$ cat src/button_debounce_click_detector_defines.svh
// Assertion macros shared by the button debounce and click detector RTL.
`ifndef BUTTON_DEBOUNCE_CLICK_DETECTOR_DEFINES_SVH
`define BUTTON_DEBOUNCE_CLICK_DETECTOR_DEFINES_SVH

// Same-cycle implication, checked only while the block is out of reset.
`define BDCD_ASSERT_IMPL(lbl, clk, rst_n, ante, cons) \
    lbl: assert property (@(posedge clk) disable iff (!(rst_n)) (ante) |-> (cons)) \
        else $error("bdcd assertion failed");

// Next-cycle implication, checked only while the block is out of reset.
`define BDCD_ASSERT_NEXT(lbl, clk, rst_n, ante, cons) \
    lbl: assert property (@(posedge clk) disable iff (!(rst_n)) (ante) |=> (cons)) \
        else $error("bdcd assertion failed");

`endif

$ cat src/bdcd_pkg.sv
// Package with register indexes, reset values and widths of the button detector.
package bdcd_pkg;

    localparam int CFG_IDX_W  = 3;
    localparam int CFG_DATA_W = 16;
    localparam int CONF_W     = 4;
    localparam int CLICK_W    = 4;
    localparam int FIELD_TIME_W = 32;

    typedef logic [CFG_IDX_W-1:0]  t_cfg_idx;
    typedef logic [CFG_DATA_W-1:0] t_cfg_data;
    typedef logic [CONF_W-1:0]     t_conf;
    typedef logic [CLICK_W-1:0]    t_click;

    // Configuration register indexes.
    localparam t_cfg_idx CFG_DEBOUNCE   = 3'd0;
    localparam t_cfg_idx CFG_CONFIRM    = 3'd1;
    localparam t_cfg_idx CFG_LONG       = 3'd2;
    localparam t_cfg_idx CFG_VERY_LONG  = 3'd3;
    localparam t_cfg_idx CFG_GAP        = 3'd4;
    localparam t_cfg_idx CFG_HOLD       = 3'd5;

    // Configuration reset values.
    localparam t_cfg_data DEBOUNCE_RST  = 16'd50;
    localparam t_conf     CONFIRM_RST   = 4'd3;
    localparam t_cfg_data LONG_RST      = 16'd1000;
    localparam t_cfg_data VERY_LONG_RST = 16'd3000;
    localparam t_cfg_data GAP_RST       = 16'd400;
    localparam t_cfg_data HOLD_RST      = 16'd5000;

    // The click counter stops here.
    localparam t_click CLICK_MAX = 4'd15;

endpackage

$ cat src/button_debounce_click_detector.sv
// Button debounce, click counting and long-press detector, one sample per word.
// A word accepted into the input register moves to the result register when that is free.
// Throughput: one word per cycle while i_out_stall is low; an input register and a result register
// are parted, so a new word is taken while a finished result waits.
// Reset (i_rst_n low, synchronous): all detector state cleared, button seen
// as released, and every configuration register back to its default value.
`include "button_debounce_click_detector_defines.svh"

module button_debounce_click_detector #(
    parameter int TIME_BITS = 32
) (
    input  logic                       i_clk,
    input  logic                       i_rst_n,
    // Configuration write port.
    input  logic                       i_cfg_we,
    input  bdcd_pkg::t_cfg_idx         i_cfg_index,
    input  bdcd_pkg::t_cfg_data        i_cfg_data,
    // Sample channel.
    input  logic                       i_in_valid,
    output logic                       o_in_stall,
    input  logic                       i_raw_level,
    input  logic [31:0]                i_now_ms,
    input  logic                       i_clear_clicks,
    // Result channel.
    output logic                       o_out_valid,
    input  logic                       i_out_stall,
    output logic                       o_pressed,
    output logic                       o_stable_pressed,
    output logic                       o_long_press_event,
    output logic                       o_very_long_press_event,
    output logic                       o_hold_event,
    output logic [31:0]                o_hold_duration,
    output logic                       o_series_end_event,
    output logic [3:0]                 o_series_clicks,
    output logic [3:0]                 o_click_total
);
    import bdcd_pkg::*;

    // Compare width: wide enough for a timestamp difference and twice the debounce time.
    localparam int CW = (TIME_BITS > CFG_DATA_W + 1) ? TIME_BITS : CFG_DATA_W + 1;

    typedef logic [TIME_BITS-1:0] t_time;
    typedef logic [CW-1:0]        t_cmp;

    // Configuration registers.
    t_cfg_data r_debounce, r_long, r_very_long, r_gap, r_hold;
    t_conf     r_confirm;

    // Input register.
    logic  r_in_vld;
    logic  r_raw;
    t_time r_now;
    logic  r_clr;

    // Detector state.
    logic   r_last_raw, r_stable_level, r_press_active, r_long_rep, r_vlong_rep;
    t_time  r_raw_change_time, r_stable_since, r_press_start, r_last_click_time;
    t_conf  r_confirm_count;
    t_click r_click_count;

    logic   n_last_raw, n_stable_level, n_press_active, n_long_rep, n_vlong_rep;
    t_time  n_raw_change_time, n_stable_since, n_press_start, n_last_click_time;
    t_conf  n_confirm_count;
    t_click n_click_count;

    // Result values of the word in the input register.
    logic   n_long_ev, n_vlong_ev, n_hold_ev, n_series_ev, n_stable_pr;
    t_time  n_hold_dur;
    t_click n_series_n;

    logic advance;

    // The word in the input register moves on when the result register is free.
    assign advance    = r_in_vld && (!o_out_valid || !i_out_stall);
    assign o_in_stall = r_in_vld && !advance;

    // Configuration writes.
    always_ff @(posedge i_clk) begin
        if (!i_rst_n) begin
            r_debounce  <= DEBOUNCE_RST;
            r_confirm   <= CONFIRM_RST;
            r_long      <= LONG_RST;
            r_very_long <= VERY_LONG_RST;
            r_gap       <= GAP_RST;
            r_hold      <= HOLD_RST;
        end else if (i_cfg_we) begin
            case (i_cfg_index)
                CFG_DEBOUNCE:  r_debounce  <= i_cfg_data;
                CFG_CONFIRM:   r_confirm   <= i_cfg_data[CONF_W-1:0];
                CFG_LONG:      r_long      <= i_cfg_data;
                CFG_VERY_LONG: r_very_long <= i_cfg_data;
                CFG_GAP:       r_gap       <= i_cfg_data;
                CFG_HOLD:      r_hold      <= i_cfg_data;
                default: ;
            endcase
        end
    end

    // Input register: takes a word whenever its slot is empty or being emptied.
    always_ff @(posedge i_clk) begin
        if (!i_rst_n) begin
            r_in_vld <= 1'b0;
        end else if (!o_in_stall) begin
            r_in_vld <= i_in_valid;
        end
    end

    always_ff @(posedge i_clk) begin
        if (i_in_valid && !o_in_stall) begin
            r_raw <= i_raw_level;
            r_now <= i_now_ms[TIME_BITS-1:0];
            r_clr <= i_clear_clicks;
        end
    end

    // One sample of debounce, press timing and click series logic.
    always_comb begin
        logic   raw_chg, past_db, accept, press_started, clicked;
        t_time  dur_old, dur_new, gap_el;
        t_cmp   twice_db;
        t_conf  conf0;

        n_last_raw        = r_last_raw;
        n_raw_change_time = r_raw_change_time;
        n_confirm_count   = r_confirm_count;
        n_stable_level    = r_stable_level;
        n_stable_since    = r_stable_since;
        n_press_active    = r_press_active;
        n_press_start     = r_press_start;
        n_long_rep        = r_long_rep;
        n_vlong_rep       = r_vlong_rep;
        n_click_count     = r_clr ? '0 : r_click_count;
        n_last_click_time = r_last_click_time;
        n_long_ev         = 1'b0;
        n_vlong_ev        = 1'b0;
        n_hold_ev         = 1'b0;
        n_hold_dur        = '0;
        n_series_ev       = 1'b0;
        n_series_n        = '0;
        press_started     = 1'b0;
        clicked           = 1'b0;

        twice_db = CW'({r_debounce, 1'b0});

        // A raw level change restarts the debounce timer.
        raw_chg = (r_raw != r_last_raw);
        conf0   = raw_chg ? '0 : r_confirm_count;
        if (raw_chg) begin
            n_last_raw        = r_raw;
            n_raw_change_time = r_now;
        end
        past_db = !raw_chg &&
                  (CW'(t_time'(r_now - r_raw_change_time)) > CW'(r_debounce));

        n_confirm_count = conf0;
        if (past_db && (conf0 < r_confirm)) begin
            n_confirm_count = CONF_W'(conf0 + 1'b1);
        end
        accept = past_db && (n_confirm_count >= r_confirm) && (r_raw != r_stable_level);

        // A new stable level starts or ends a press.
        dur_old = t_time'(r_now - r_press_start);
        if (accept) begin
            n_stable_level = r_raw;
            n_stable_since = r_now;
            if (!r_raw) begin
                if (!r_press_active) begin
                    press_started  = 1'b1;
                    n_press_active = 1'b1;
                    n_press_start  = r_now;
                    n_long_rep     = 1'b0;
                    n_vlong_rep    = 1'b0;
                end
            end else if (r_press_active) begin
                if (CW'(dur_old) > twice_db) begin
                    if (CW'(dur_old) < CW'(r_long)) begin
                        clicked = 1'b1;
                        if (n_click_count < CLICK_MAX) begin
                            n_click_count = CLICK_W'(n_click_count + 1'b1);
                        end
                        n_last_click_time = r_now;
                    end
                    if (CW'(dur_old) >= CW'(r_hold)) begin
                        n_hold_ev  = 1'b1;
                        n_hold_dur = dur_old;
                    end
                end
                n_press_active = 1'b0;
            end
        end

        // The series ends once the gap after the last click has run out.
        gap_el = clicked ? '0 : t_time'(r_now - r_last_click_time);
        if ((n_click_count != '0) && (CW'(gap_el) > CW'(r_gap))) begin
            n_series_ev   = 1'b1;
            n_series_n    = n_click_count;
            n_click_count = '0;
        end

        // Long and very-long events fire once per press.
        dur_new = press_started ? '0 : dur_old;
        if (n_press_active && !n_stable_level) begin
            if (!n_long_rep && (CW'(dur_new) >= CW'(r_long)) &&
                (CW'(dur_new) < CW'(r_very_long))) begin
                n_long_rep = 1'b1;
                n_long_ev  = 1'b1;
            end
            if (!n_vlong_rep && (CW'(dur_new) >= CW'(r_very_long))) begin
                n_vlong_rep = 1'b1;
                n_long_rep  = 1'b1;
                n_vlong_ev  = 1'b1;
            end
        end

        n_stable_pr = !n_stable_level && !accept &&
                      (CW'(t_time'(r_now - r_stable_since)) > twice_db);
    end

    // Detector state advances with each word that moves to the result register.
    always_ff @(posedge i_clk) begin
        if (!i_rst_n) begin
            r_last_raw        <= 1'b1;
            r_raw_change_time <= '0;
            r_confirm_count   <= '0;
            r_stable_level    <= 1'b1;
            r_stable_since    <= '0;
            r_press_active    <= 1'b0;
            r_press_start     <= '0;
            r_long_rep        <= 1'b0;
            r_vlong_rep       <= 1'b0;
            r_click_count     <= '0;
            r_last_click_time <= '0;
        end else if (advance) begin
            r_last_raw        <= n_last_raw;
            r_raw_change_time <= n_raw_change_time;
            r_confirm_count   <= n_confirm_count;
            r_stable_level    <= n_stable_level;
            r_stable_since    <= n_stable_since;
            r_press_active    <= n_press_active;
            r_press_start     <= n_press_start;
            r_long_rep        <= n_long_rep;
            r_vlong_rep       <= n_vlong_rep;
            r_click_count     <= n_click_count;
            r_last_click_time <= n_last_click_time;
        end
    end

    // Result register valid flag.
    always_ff @(posedge i_clk) begin
        if (!i_rst_n) begin
            o_out_valid <= 1'b0;
        end else if (!o_out_valid || !i_out_stall) begin
            o_out_valid <= r_in_vld;
        end
    end

    // Result register payload.
    always_ff @(posedge i_clk) begin
        if (advance) begin
            o_pressed               <= !n_stable_level;
            o_stable_pressed        <= n_stable_pr;
            o_long_press_event      <= n_long_ev;
            o_very_long_press_event <= n_vlong_ev;
            o_hold_event            <= n_hold_ev;
            o_hold_duration         <= FIELD_TIME_W'(n_hold_dur);
            o_series_end_event      <= n_series_ev;
            o_series_clicks         <= n_series_n;
            o_click_total           <= n_click_count;
        end
    end

    // A finished series always leaves the counter empty.
    `BDCD_ASSERT_IMPL(a_series_clears, i_clk, i_rst_n, o_out_valid && o_series_end_event, o_click_total == '0)
    // Without a series end no count is reported.
    `BDCD_ASSERT_IMPL(a_series_n_zero, i_clk, i_rst_n, o_out_valid && !o_series_end_event, o_series_clicks == '0)
    // The long and very-long events never fire together.
    `BDCD_ASSERT_IMPL(a_one_long_ev, i_clk, i_rst_n, o_out_valid, !(o_long_press_event && o_very_long_press_event))
    // A buffered word reaches the result register when it is free.
    `BDCD_ASSERT_NEXT(a_word_moves, i_clk, i_rst_n, r_in_vld && !(o_out_valid && i_out_stall), o_out_valid)

endmodule
$ cat config.mk
export PLATFORM = sky130hd
export DESIGN_NAME = button_debounce_click_detector
export DESIGN_NICKNAME = d
export VERILOG_FILES = /design/src/bdcd_pkg.sv /design/src/button_debounce_click_detector.sv
export VERILOG_INCLUDE_DIRS = /design/src /design/src/src
export SDC_FILE = /design/constraint.sdc
export NUM_CORES = 1
export LEC_CHECK = 0
export ABC_AREA = 0
export BUFFER_PORTS_ARGS = -buffer_cell sky130_fd_sc_hd__buf_2
export CAP_MARGIN = 40
export CORE_MARGIN = 2
export CORE_UTILIZATION = 36
export CTS_CLUSTER_DIAMETER = 200
export DETAILED_ROUTE_END_ITERATION = 7
export SLEW_MARGIN = 5
export SYNTH_ARGS = -nofsm -noshare
export SYNTH_HDL_FRONTEND = slang
export SYNTH_SLANG_ARGS = --single-unit
$ cat constraint.sdc
create_clock -name i_clk -period 8.1 [get_ports i_clk]
set_input_delay 1.62 -clock i_clk [delete_from_list [all_inputs] [get_ports i_clk]]
set_output_delay 1.62 -clock i_clk [all_outputs]
set_load 0.005 [all_outputs]
Word level (Yosys, flattened, before mapping)
Index checks and enable logic that the tools add are counted.

Add/sub/neg operators: 6. Equal/unequal tests: 7. Order comparisons: 12. Bitwise operators: 2. Reductions and logical operators: 38. Muxes and demuxes: 38.

Operator list (number): $sub 32x32->32 (4); $ge 32x16->1 (3); $gt 32x16->1 (2); $gt 32x17->1 (2); $lt 32x16->1 (2); $mux 32 (2); $mux 4 (10); $mux 1 (26); $reduce_and 2->1 (8); $logic_and 1x1->1 (14); $logic_not 1->1 (9); $add 4x1->4 const B (2); $reduce_and 4->1 (2); $eq 3x2->1 const B (2); $eq 3x3->1 const B (2); $reduce_and 6->1 (1); $reduce_and 5->1 (1); $ge 4x4->1 (1); $lt 4x4->1 (1); $lt 4x4->1 const B (1); $reduce_bool 4->1 (1); $eq 3x1->1 const B (1); $logic_not 3->1 (1); $ne 1x1->1 (2); 2 further kinds (3).

Output and inout port bits: 48. Logic and storage cells: 134. Input bits: 58. Register bits after elaboration: 307.

Logic depth before layout (Yosys ltp)
Gate-level depths: netlist (run 1).

Depth in word-level cells: 16. Gate-level depth with buffers: 48. Mapped depth without buffers: 46.

Least setup slack after synthesis (run 1)
OpenSTA, ideal clock, no wires.

Path kind: reg2reg. Start point: register r_now[1]. End point: register r_click_count[2]. Setup time: 0.073 ns. Period minus slack after synthesis: 8.271 ns. Arrival time: 8.198 ns. Required time: 8.027 ns. Cell stages (with the launch flop): 47. Slack: -0.171 ns. Buffers on the path: 3. Cell sequence: edfxtp_1 ha_1 nor2b_1 o2111ai_1 nand3_1 nand2_1 o21a_1 o21bai_1 a21oi_1 o21bai_1 a21oi_1 xnor2_1 ha_1 nand4_1 nor3_1 mux2i_1 o32ai_1 or4_1 [11 not listed] buf_4 nand2_1 nor2_1 clkbuf_1 nor2_1 ha_1 a21o_1 a21o_1 a21oi_1 o211ai_1 o21ai_0 nand4_1 nor3_1 and3_1 a32o_1 buf_2 nand3_1 a21boi_1.

Longest elaborated chain between the ends: 13. Elaborated cells on any way between the ends: 27. Those cells by class: 3 x add/sub; 5 x order compare; 13 x mux; 6 x reduce/logical.

RTL lines: start: declaration (RTL line button_debounce_click_detector.sv:52) `t_time r_now;`; start signal: assignment (RTL line button_debounce_click_detector.sv:111) `r_now <= i_now_ms[TIME_BITS-1:0];`; $sub 32x32->32 (RTL line button_debounce_click_detector.sv:153) `(CW'(t_time'(r_now - r_raw_change_time)) > CW'(r_debounce));`; $gt 32x16->1 (RTL line button_debounce_click_detector.sv:153); $logic_and 1x1->1 (RTL line button_debounce_click_detector.sv:152) `past_db = !raw_chg &&`; $logic_and 1x1->1 (RTL line button_debounce_click_detector.sv:156) `if (past_db && (conf0 < r_confirm)) begin`; $mux 4 (RTL line button_debounce_click_detector.sv:156); $ge 4x4->1 (RTL line button_debounce_click_detector.sv:159) `accept = past_db && (n_confirm_count >= r_confirm) && (r_raw != r_stable_level);`; $logic_and 1x1->1 (2 in series) (RTL line button_debounce_click_detector.sv:159); $mux 1 (RTL line button_debounce_click_detector.sv:163) `if (accept) begin`; $mux 32 (RTL line button_debounce_click_detector.sv:193) `gap_el = clicked ? '0 : t_time'(r_now - r_last_click_time);`; $gt 32x16->1 (RTL line button_debounce_click_detector.sv:194) `if ((n_click_count != '0) && (CW'(gap_el) > CW'(r_gap))) begin`; $logic_and 1x1->1 (RTL line button_debounce_click_detector.sv:194); $mux 4 (*) (RTL line button_debounce_click_detector.sv:194); end signal: assignment (RTL line button_debounce_click_detector.sv:243) `r_click_count <= n_click_count;`; end: declaration (RTL line button_debounce_click_detector.sv:59) `t_click r_click_count;`.

Every way passes the cells marked *; elsewhere a longest branch is shown, timed or not. A chain may end at the register's enable or synchronous reset.

Worst setup path in the final report (run 1)
Start point: register r_now[1]. End point: register o_series_end_event (data pin).

Longest elaborated chain between the ends: 13. Elaborated cells on any way between the ends: 27. Those cells by class: 3 x add/sub; 5 x order compare; 13 x mux; 6 x reduce/logical.

RTL lines: $sub 32x32->32 (RTL line button_debounce_click_detector.sv:153); $gt 32x16->1 (RTL line button_debounce_click_detector.sv:153); $logic_and 1x1->1 (RTL line button_debounce_click_detector.sv:152); $logic_and 1x1->1 (RTL line button_debounce_click_detector.sv:156); $mux 4 (RTL line button_debounce_click_detector.sv:156); $ge 4x4->1 (RTL line button_debounce_click_detector.sv:159); $logic_and 1x1->1 (2 in series) (RTL line button_debounce_click_detector.sv:159); $mux 1 (RTL line button_debounce_click_detector.sv:163); $mux 32 (RTL line button_debounce_click_detector.sv:193); $gt 32x16->1 (RTL line button_debounce_click_detector.sv:194); $logic_and 1x1->1 (*) (RTL line button_debounce_click_detector.sv:194); $mux 1 (*) (RTL line button_debounce_click_detector.sv:194); named net n_series_ev (RTL line button_debounce_click_detector.sv:67) `logic n_long_ev, n_vlong_ev, n_hold_ev, n_series_ev, n_stable_pr;`; end signal: assignment (RTL line button_debounce_click_detector.sv:266) `o_series_end_event <= n_series_ev;`; end: declaration (RTL line button_debounce_click_detector.sv:33) `output logic o_series_end_event,`.

Mark *: on every way through the listed nets, which the timed path passes. The rest lies on a longest branch.

==> results of run 1 <==
==> repair_timing <==
| action | in CTS | in global routing |
|---|---|---|
| cloned | 0 | 1 |
| setup endpoints to repair | 17 | 17 |
| buffers inserted | 3 | 13 |
| pin swaps | 17 | 64 |
| endpoints found under the hold margin | 0 | 0 |
| gates resized for setup | 16 | 64 |
==> cells in the final DEF, fill, tap and decap left out, drive strengths merged, types with 48 or more instances in the layout <==
cell type / instances
mux2i: 104
clkbuf: 49
ha: 258
xnor2: 54
a21boi: 102
a21o: 65
nor2: 168
a21oi: 168
edfxtp: 80
inv: 266
buf: 254
nand2: 323
dfxtp: 227
o21ai: 84
nor2b: 139
nand4: 48
==> stage by stage <==
step / total power [uW] / util, %
floorplan: 2298 / -
global placement: 2617 / 40.10
detailed placement: 2638 / 40.31
CTS: 4501 / 42.62
global route: 4715 / 43.29
finish: 4493 / 43.29
==> worst register-to-register path, delay by kind of cell, from the launching register on <==
family          cells  cell delay [ns]
simple gates       20             3.15
buf+inv             1             0.17
compound gates     17             2.46
fa+ha+maj           4             1.08
flops               1             0.41
mux                 2             0.54
xor+xnor            1             0.15
==> flip-flops by register name, summed over array words and instances, names as in the netlist, 4 cells and up <==
| register | flops |
|---|---|
| r_hold | 16 |
| r_very_long | 16 |
| r_confirm | 4 |
| o_series_clicks | 4 |
| r_press_start | 32 |
| o_click_total | 4 |
| r_now | 32 |
| r_gap | 16 |
| r_last_click_time | 32 |
| r_click_count | 4 |
| r_confirm_count | 4 |
| o_hold_duration | 32 |
| r_raw_change_time | 32 |
| r_stable_since | 32 |
| r_long | 16 |
| r_debounce | 16 |
==> layer usage <==
layer / vias up / part of all wire, % / track usage [%]
met5: - / 0 / 0
met4: 0 / 2.3 / 5.444
met3: 90 / 4.0 / 2.513
met2: 399 / 48 / 36.99
met1: 9246 / 45 / 26.46
li1: 9640 / - / -
==> worst max path at each step <==
| stage | start | end | slack (ns) | depth (start not counted) |
|---|---|---|---|---|
| 3_5_place_dp | r_now[3] | r_click_count[3] | -0.40 | 45 |
| 4_1_cts | r_now[1] | o_series_end_event | -0.08 | 45 |
| 2_1_floorplan | r_now[1] | r_long_rep | 0.001 | 46 |
| 5_1_grt | r_now[7] | r_click_count[1] | -0.60 | 42 |
| 3_3_place_gp | r_now[3] | r_long_rep | -0.23 | 44 |
| 6_report | r_now[1] | o_series_end_event | -0.1 | 45 |
==> power groups by stage <==
| stage | Sequential [uW] | Clock, uW | Combinational, uW |
|---|---|---|---|
| after floorplan | 1680 | 0 | 621 |
| after global placement | 1670 | 0 | 944 |
| after detailed placement | 1670 | 0 | 964 |
| after CTS | 1640 | 1880 | 976 |
| after global routing | 1650 | 1950 | 1120 |
| final | 1640 | 1840 | 1010 |
==> cell type report <==
cell class | instances | area (sq um) | share of cell area, %
multi-input cells | 1975 | 14160 | 54.00
flip-flops and latches | 307 | 6948 | 26.49
repair buffers | 255 | 1803 | 6.875
clock buffers | 48 | 1051 | 4.008
inverters | 264 | 991.0 | 3.779
well taps | 782 | 978.4 | 3.731
clock inverters | 24 | 292.8 | 1.116
==> cell families after synthesis <==
logic type               count (synthesis)  synth area share [%]
AO/OA/AOI/OAI                          633                 19.43
XOR/XNOR                                90                 3.554
adder cells (fa/ha/maj)                263                 14.97
buffers and inverters                  358                 6.381
flip-flops                             307                 31.32
multiplexers                           107                 4.846
AND/OR/NAND/NOR                        882                 19.50
==> reports/results.txt, run 1 <==
status - complete, but fails checks
violated checks - setup timing
DRC errors left - 0
worst r2r src - r_now[1]
Die Y - 252.2 um
most frequent cell after synthesis - nand2_1
CTS Hold Buffers Added - 0
GRT Resource Usage Total - 20.77%
Slew headroom - 42.95%
final slew viol count - 0
hold slack - 0.4595 ns
total overflow reported by the global router - 0
routability cong. - 0.9007
power per cell area - 171.3 mW/mm^2
First DRT Iteration DRCs - 1100
sequential element share of the synthesized area - 31.32%
critical path data required time - 8.42 ns
Arrival @ worst endpoint - 8.52 ns
Synth area leader - dfxtp_1
Final Setup Violations - 13
via count - 19380
root cell of the clock tree - clkbuf_16
buffer depth of the longest clock path - 3
die area - 0.06360 sq mm
warnings from Yosys - 0
post-synthesis cell type count - 97
DRT antenna net count - 0
IO Port Bufs - 105
Synth area leaders - dfxtp_1 (20%), ha_1 (15%), edfxtp_1 (11%), nand2_1 (5.4%), mux2i_1 (4.7%)
clock slew seen by the registers of the worst setup and hold paths - 0.06 ns
top cells by count, synth - nand2_1 (322), inv_1 (263), ha_1 (258)
Internal - 3161 uW
Placed Instance Area - 0.02442 sq mm
maximum clock rate - 0.1220 GHz
worst-case reg-to-reg path depth - 45
detailed placer's ending HPWL - 52080 um
Sw Share - 29.63%
Core ar. - 0.06058 sq mm
Die Wd - 252.2 um
syn_area_per_cell - 8.401 sq um
DRT Pass-1 Iters - 5
reg2reg end - o_series_end_event
Final Hold Fails - 0
CTS tree - built
number of vias per cell - 5.301
Worst VDD drop - 0.1253 mV
worst-skew pair later-pin latency - 0.58 ns
CP Buf/Inv Count - 1
CP startpoint kind - flip-flop
Mapped Cells - 2640
Most used DFF post-synth - dfxtp_1
HP Start - r_click_count[1]
Diodes inserted - 0
initial antenna violation count - 0
initial cell density of the core - 36.61%
Final Cycle Share - 101.2%
TritonCTS Sinks - 307
leak pwr - 0.01100 uW
Setup TNS Final - -0.9733 ns
P_sw - 1331 uW
Yosys top cell area share - 20.49%
Finished Cell Area - 0.02622 sq mm
Slew @ Worst Pin - 0.8496 ns
first-pass GRT wire length - 105100 um
skew final - 0.02904 ns
critical path's largest stage delay - 0.43 ns
fillers - 5984
Sequential Power Share - 36.5%
HP Class - reg -> reg
async set-reset flop share out of synthesis - 0%
Tmin final - 8.199 ns
Setup WS pre-CTS - -0.3989 ns
Hold Path Sink - r_click_count[1]
final cell count without fillers - 3655
boundary pin count - 106
PnR worst setup slack - -0.09876 ns
Nets - 3162
Mapped Nets - 2960
Worst Setup Path Type - reg -> reg
Slowest cell on crit path - or4_1
max cap viols - 0
Seq cells post-synth - 307
Post-Syn Area - 0.02218 sq mm
largest net degree at the start of global routing - 72
Num CTS Buffers - 39
layout cells sized above 1 - 14.72%
CP delay by family, top - simple AND/OR/NAND/NOR gates
Comb pwr share - 22.5%
P&R area growth vs syn - 18.25%
dpl cells - 3566
routed wire length - 66650 um
row count - 90
reg2reg setup slack - -0.1 ns
CP Capture Type - flip-flop
Hold Path Depth - 2
Clk pwr share - 40.9%
RSZ-0062 raised after global routing - yes
Post-synth EDFFs - 80
WL/cell - 18.24 um
crit-path max FO - 7
H-Tree Depth - 2
vias in the first global route - 19260
(Power assumes the default switching activity.)
==> run 2: changes to the inputs <==
--- a/config.mk
+++ b/config.mk
@@ -13,6 +13,7 @@
 export CORE_UTILIZATION = 36
 export CTS_CLUSTER_DIAMETER = 200
 export DETAILED_ROUTE_END_ITERATION = 7
+export MAX_ROUTING_LAYER = met4
 export SLEW_MARGIN = 5
 export SYNTH_ARGS = -nofsm -noshare
 export SYNTH_HDL_FRONTEND = slang
==> reports/results.txt, run 2 (synthesis results as in run 1) <==
CP Capture Type - flip-flop
CTS tree - built
Internal - 3164 uW
reg2reg setup slack - -0.22 ns
Num CTS Buffers - 39
Comb pwr share - 22.7%
routed wire length - 66750 um
P&R area growth vs syn - 18.63%
violated checks - setup timing
Die Y - 252.2 um
die area - 0.06360 sq mm
Diodes inserted - 0
critical path's largest stage delay - 0.51 ns
Placed Instance Area - 0.02438 sq mm
most common cell after layout, fill and taps aside - nand2_1
Slew @ Worst Pin - 0.8409 ns
Worst Setup Path Type - reg -> reg
CP startpoint kind - flip-flop
boundary pin count - 106
skew final - 0.03236 ns
routability cong. - 0.9370
clock slew seen by the registers of the worst setup and hold paths - 0.06 ns
status - complete, but fails checks
largest net degree at the start of global routing - 91
total overflow reported by the global router - 0
DRC errors left - 0
IO Port Bufs - 105
Final Hold Fails - 0
Sw Share - 29.81%
Arrival @ worst endpoint - 8.82 ns
GRT Resource Usage Total - 21.09%
Tot Pwr - 4507 uW
Util after Layout - 43.43%
WL/cell - 18.24 um
Nets - 3167
PnR worst setup slack - -0.2162 ns
initial antenna violation count - 0
leak pwr - 0.01103 uW
first-pass GRT wire length - 103400 um
via count - 19500
dpl cells - 3565
DRT antenna net count - 0
detailed placer's ending HPWL - 51850 um
Sequential Power Share - 36.4%
Clk pwr share - 40.9%
worst-skew pair later-pin latency - 0.58 ns
P_sw - 1344 uW
power per cell area - 171.3 mW/mm^2
Final Cycle Share - 102.7%
initial cell density of the core - 36.61%
number of vias per cell - 5.328
final cell count without fillers - 3660
vias in the first global route - 19160
maximum clock rate - 0.1202 GHz
root cell of the clock tree - clkbuf_16
Final Setup Violations - 15
Worst VDD drop - 0.1426 mV
CTS Hold Buffers Added - 0
Slew headroom - 43.54%
HP Class - reg -> reg
DRT Pass-1 Iters - 7
Tmin final - 8.316 ns
hold slack - 0.4614 ns
critical path data required time - 8.61 ns
First DRT Iteration DRCs - 1191
buffer depth of the longest clock path - 3
H-Tree Depth - 2
TritonCTS Sinks - 307
Slowest cell on crit path - or4_1
layout cells sized above 1 - 15.18%
most frequent cells in the layout - nand2_1 (318), inv_1 (263), ha_1 (247), dfxtp_1 (227), nor2_1 (158)
row count - 90
RSZ-0062 raised after global routing - yes
max cap viols - 0
Die Wd - 252.2 um
crit-path max FO - 7
Finished Cell Area - 0.02631 sq mm
final slew viol count - 0
Core ar. - 0.06058 sq mm
## run 2: cell count changes in the layout (fill, tap and decap cells not counted), sizes merged
cell	before	now
clkbuf	49	45
clkinv	13	17
buf	254	259
## run 2: metal layers
layer  vias up  global-route usage [%]  wire (um)
li1       9660                       -          -
met5         -                       -          0
met4         0                   6.137       1986
met1      9297                   25.89      30200
met3       121                   2.338       2507
met2       422                   36.50      32060
## run 2: stage by stage
| stage | setup TNS (ns) | setup slack, ns |
|---|---|---|
| floorplan | 0 | 0.001486 |
| global placement | -4.090 | -0.2919 |
| detailed placement | -6.890 | -0.4883 |
| CTS | -0.7807 | -0.07456 |
| global route | -10.28 | -0.7228 |
| finish | -2.596 | -0.2162 |
## run 2: power groups by stage
stage / clock [uW] / combinational [uW] / sequential, uW
2_1_floorplan: 0 / 621 / 1680
3_3_place_gp: 0 / 943 / 1670
3_5_place_dp: 0 / 960 / 1670
4_1_cts: 1900 / 977 / 1640
5_1_grt: 1950 / 1130 / 1640
6_report: 1850 / 1020 / 1640
## run 2: layout make-up
cell class	count	area [sq um]
well taps	782	978.4
flip-flops and latches	307	6947
multi-input cells	1975	14220
clock buffers	44	1036
repair buffers	260	1826
fillers	5960	34270
inverters	264	991.0
clock inverters	28	314.1
## run 2: path summary, 6_finish.rpt
path,to,cells past startpoint,start
max,r_click_count[3],47,r_now[8]
min,r_click_count[1],2,r_click_count[1]
max reg2reg,r_click_count[3],47,r_now[8]
min reg2reg,r_click_count[1],2,r_click_count[1]
## run 2: worst max-delay path: cells and delay by family (launching register included)
kind / cells / cell delay (ns)
adders and majority gates: 4 / 1.13
AOI/OAI and AO/OA: 18 / 2.65
DFF: 1 / 0.44
and+or+nand+nor: 18 / 2.78
buffers and inverters: 4 / 0.55
xor gates and xnor gates: 1 / 0.15
muxes: 2 / 0.52
## run 2: repair_timing
action / in CTS / in global routing
endpoints found under the setup margin: 17 / 17
buffers inserted: 7 / 15
cloned: 0 / 1
resized for setup: 17 / 78
pin swaps: 19 / 34
